==> src/pida_ram.sv <==
// Simple dual-port synchronous RAM, one write and one registered read port.
// No dependencies.
module pida_ram #(
  parameter int DEPTH = 256,
  parameter int WIDTH = 8
) (
  input  logic                     clk,
  input  logic                     we,
  input  logic [$clog2(DEPTH)-1:0] waddr,
  input  logic [WIDTH-1:0]         wdata,
  input  logic                     re,
  input  logic [$clog2(DEPTH)-1:0] raddr,
  output logic [WIDTH-1:0]         rdata
);

  logic [WIDTH-1:0] mem [0:DEPTH-1];
  logic [WIDTH-1:0] rdata_r;

  always_ff @(posedge clk) begin
    if (we) begin
      mem[waddr] <= wdata;
    end
    if (re) begin
      rdata_r <= mem[raddr];
    end
  end

  assign rdata = rdata_r;

endmodule

==> config.mk <==
export PLATFORM = sky130hd
export DESIGN_NAME = pida_ram
export DESIGN_NICKNAME = d
export VERILOG_FILES = /design/src/pida_ram.sv
export SDC_FILE = /design/constraint.sdc
export NUM_CORES = 2
export LEC_CHECK = 0
export BUFFER_PORTS_ARGS = -buffer_cell sky130_fd_sc_hd__buf_2
export CORE_MARGIN = 5
export CORE_UTILIZATION = 55
export DETAILED_ROUTE_END_ITERATION = 8
export GPL_ROUTABILITY_DRIVEN = 0
export HOLD_SLACK_MARGIN = 0.06
export PLACE_DENSITY = 0.8
export SYNTH_ARGS = -nofsm -noshare
export SYNTH_HDL_FRONTEND = slang
export SYNTH_SLANG_ARGS = --single-unit
==> constraint.sdc <==
create_clock -name clk -period 5.25 [get_ports clk]
set_clock_uncertainty 0.05 [all_clocks]
set_input_delay 0.2625 -clock clk [delete_from_list [all_inputs] [get_ports clk]]
set_output_delay 0.2625 -clock clk [all_outputs]
set_load 0.05 [all_outputs]
### Word level (Yosys, flattened, before mapping)

Memories as Yosys holds them, arrays and structs flattened. A register that Yosys moved wholly into a read port is not among the register bits.
Cells that the tools add are included.

* bits in registers: 0
* latch bits: 0
* RAM bits: 2048
* memory bits (read-only): 0
* input port bits: 27
* output and inout port bits: 8
* word-level logic and storage cells: 3
* memories kept: 1

* add/sub/neg operators: 0
* multipliers: 0
* divide/modulo/power cells: 0
* magnitude comparators: 0
* eq/ne operators: 0
* shift-type cells: 0
* mux-type cells: 2
* bitwise operators: 0
* reductions and logical operators: 0

Memories
* mem: depth 256, bits a word 8, rd ports 1, clocked after memory_dff 1, write ports 1, line 16 `logic [WIDTH-1:0] mem [0:DEPTH-1];`

Operators with widths (count)
* 1-bit 2-to-1 mux: 2

### Logic depth before layout (Yosys ltp)

* depth in word-level cells: 2
* mapped depth: 11
* gate-level depth less buffers: 6

### Worst setup path before layout

Ideal clock, no wire load.

* kind: input -> register
* start point: input raddr[0]
* end point: register rdata_r[2] (netlist: rdata[2]) (read register of mem) (data pin)
* setup time: 0.269 ns
* arrival: 2.070 ns
* data required time: 4.931 ns
* setup slack: 2.861 ns
* cell stages on the path: 9
* path buffers: 4
* cells stage by stage: buf_6 buf_12 buf_8 buf_2 mux4_2 a22oi_1 a21oi_1 nor4_1 nor4_2

RTL lines
* start, declared: line 12 `input logic [$clog2(DEPTH)-1:0] raddr,`
* end, declared: line 17 `logic [WIDTH-1:0] rdata_r;`

==> flow_summary_export.csv <==
group,metric,value,unit
outcome,outcome,"complete, no violations",
cts,clk_pin_slew_worst_paths,0.06,ns
setup_path,cp.depth,9,
logic_synthesis,synthFlopType,"edfxtp_1",
finish,final_layout_size_suffix_gt1_frac,0.221,
finish,fill_cells,9134,
global_route,grt_start_max_net_pins,205,
timing,tns,0,ns
setup_path,r2r_slack,2.01,ns
floorplanning,initial_utilization,0.554,
cts,cts_num_sinks,2056,
power,power_frac_seq,0.536,
logic_synthesis,synth_top_area_share,0.775,
floorplanning,die-area,153000,um^2
setup_path,cpMostUsedCell,"buf_4",
setup_path,cpPeakStageDelay,0.98,ns
floorplanning,fp-row-count,139,
power,ir_worst_vdd,0.325,mV
setup_path,cp_slowest_cell,"nor3_1",
setup_path,path_max_fanout,31,
cts,postCtsSetupRepairBufs,0,
setup_path,path_cells,"buf_4 > buf_4 > nor2b_2 > buf_4 > a22o_1 > a221oi_1 > o32ai_1 > nor3_1 > nor4_1",
hold_path,hp-class,"in -> reg",
setup_path,worstPathRequired,5.71,ns
floorplanning,die_h,391,um
floorplanning,die_w,391,um
detailed_routing,wl,194,mm
timing,rsz0062_at_grt,"false",
detailed_routing,vias,40200,
timing,relSlewSlack,0.102,
global_route,grt_pass1_vias,40500,
timing,finalHoldViolCount,0,
logic_synthesis,ys_seq_area_frac,0.775,
logic_synthesis,syn_nets,3760,
logic_synthesis,syn_area,79600,um^2
floorplanning,ios,35,
setup_path,r2r-end,"rdata[3]",
detailed_routing,first_pass_iters,5,
setup_path,worst_setup_path_start_kind,"primary input",
power,p_switching,7220,uW
timing,fin_crit,3.44,ns
detailed_routing,wl_met3,23.9,mm
cts,ctsLongestPathBuffers,3,
setup_path,critPathBufInv,3,
logic_synthesis,synth_cell_types,54,
logic_synthesis,synthArstFlopShare,0,
logic_synthesis,synthTopCellsByCount,"2,056 x edfxtp_1, 454 x mux4_2, 282 x nor2_1, 134 x mux2i_1, 133 x a22oi_1",
logic_synthesis,synth.most_common_cell,"edfxtp_1",
logic_synthesis,ys_warn_count,0,
logic_synthesis,synthCells,3733,
detailed_routing,vias_per_cell,6.80,
global_route,overflow,0,
timing,period_share,0.655,
setup_path,critPathArrivalTime,3.91,ns
timing,setup_violations,0,
global_route,grt_pass1_wl,282,mm
finish,multi_input_area,16500,um^2
detailed_routing,routedWlPerCell,32.8,um
power,clkPwrFrac,0.416,
setup_path,r2r_start,"mem[211][3]",
placed_design,place_hpwl,112,mm
detailed_routing,drcViolationCount,0,
placed_design,place.port_buffers,34,
detailed_routing,antenna_left,0,
setup_path,path_delay_family,"simple AND/OR/NAND/NOR gates",
cts,cts.repair.resized,0,
logic_synthesis,synth_edf_count,2056,
setup_path,cp-startpoint,"raddr[2]",
cts,cts_root_buffer,"clkbuf_16",
setup_path,cp-end-kind,"register",
timing,max_freq,0.291,GHz
cts,cts_buffers,194,
setup_path,cp-endpoint,"rdata[3]",
timing,worst_pin_slew,1.33,ns
setup_path,rr_worst_depth,6,
power,leakage,0.0271,uW
cts,htreeDepth,4,
setup_path,path_class,"in -> reg",
logic_synthesis,synth_area_leader_cell,"edfxtp_1",
timing,hold_ws,0.0480,ns
cts,cts_tree,"built",
cts,holdBufCountCts,3,
logic_synthesis,ys_ff_latch,2056,
finish,num-nets-final,3857,
detailed_routing,m1WireLength,68.1,mm
detailed_routing,drt-initial-drc-count,6372,
power,p_comb_frac,0.048,
global_route,grt_use_total,0.255,
detailed_routing,met2_length,92.9,mm
cts,clk_latency,0.83,ns
logic_synthesis,synth.avg_cell_area,21.3,um^2
run,cap_violations,0,
floorplanning,coreArea,144000,um^2
power,powerDensity,383,nW/um^2
finish,area_growth,10.8,%
power,p_sw_frac,0.213,
power,intPower,26600,uW
logic_synthesis,yosys-top-cells-area,"edfxtp_1 78%, mux4_2 13%, mux2i_1 1.7%",
global_route,antenna_found_initial,11,
placed_design,place_area,81800,um^2
finish,regArea,61700,um^2
finish,design_area,88200,um^2
timing,slew_viol_final,0,
detailed_routing,top_layer,"met5",
==> power groups by stage <==
stage / Combinational [uW] / Clock, uW / Sequential (uW)
final: 1620 / 14100 / 18100
after global routing: 1680 / 14900 / 18100
after CTS: 1590 / 14100 / 18100
after detailed placement: 1570 / 0 / 18500
after global placement: 1540 / 0 / 18500
after floorplan: 879 / 0 / 18500
==> layout make-up <==
cell class / count / area share
Clock buffer: 228 / 0.0570
Tap cell: 1903 / 0.0270
Timing Repair Buffer: 134 / 0.0137
Antenna cell: 7 / 0.000199
Inverter: 2 / 0.0000851
Clock inverter: 133 / 0.0153
Multi-Input combinational cell: 1442 / 0.187
Sequential cell: 2056 / 0.700
==> how the worst min path moves through the flow <==
| stage | start | end | slack, ns | cells past startpoint |
|---|---|---|---|---|
| final | wdata[1] | mem[146][1] | 0.05 | 1 |
| after global placement | re | rdata[2] | 0.69 | 1 |
| after CTS | wdata[2] | mem[165][2] | 0.06 | 1 |
| after global routing | wdata[1] | mem[146][1] | 0.11 | 1 |
| after detailed placement | re | rdata[2] | 0.68 | 1 |
| after floorplan | wdata[0] | mem[0][0] | 0.31 | 0 |
==> layout by cell type (no fill, tap or decap), types with 31 or more instances in the layout <==
cell and instances:
edfxtp_1 2056, mux4_2 454, nor2_1 279, clkbuf_16 196, mux2i_1 134, a22oi_1 133
a21oi_1 96, buf_4 83, clkinv_1 56, o221ai_1 46, clkinv_2 34, nand2_1 33
clkbuf_1 32, nand3_1 31
==> through the flow <==
stage	total power, uW	std cells	worst slack [ns]	util
final	33800	5905	1.81	0.613
after detailed placement	20100	5534	1.15	0.569
after CTS	33900	5898	1.99	0.613
after global placement	20000	5534	1.06	0.569
after floorplan	19400	3733	2.86	-
after global routing	34700	5898	1.78	0.613
==> registers in the layout (all words and copies together) (netlist names) <==
| signal | cells |
|---|---|
| rdata | 8 |
| mem | 2048 |
==> cells by family after synthesis <==
kind of cell | share of synthesized area
AOI/OAI and AO/OA | 0.0342
buffers and inverters | 0.0183
DFF | 0.775
muxes | 0.146
and+or+nand+nor | 0.0263
==> metal layers <==
metal,up-vias,track usage
met3,537,0.0604
met1,20700,0.349
met5,-,0
li1,15900,-
met2,3028,0.400
met4,8,0.111
No activity file was read; power rests on OpenSTA's default activity.
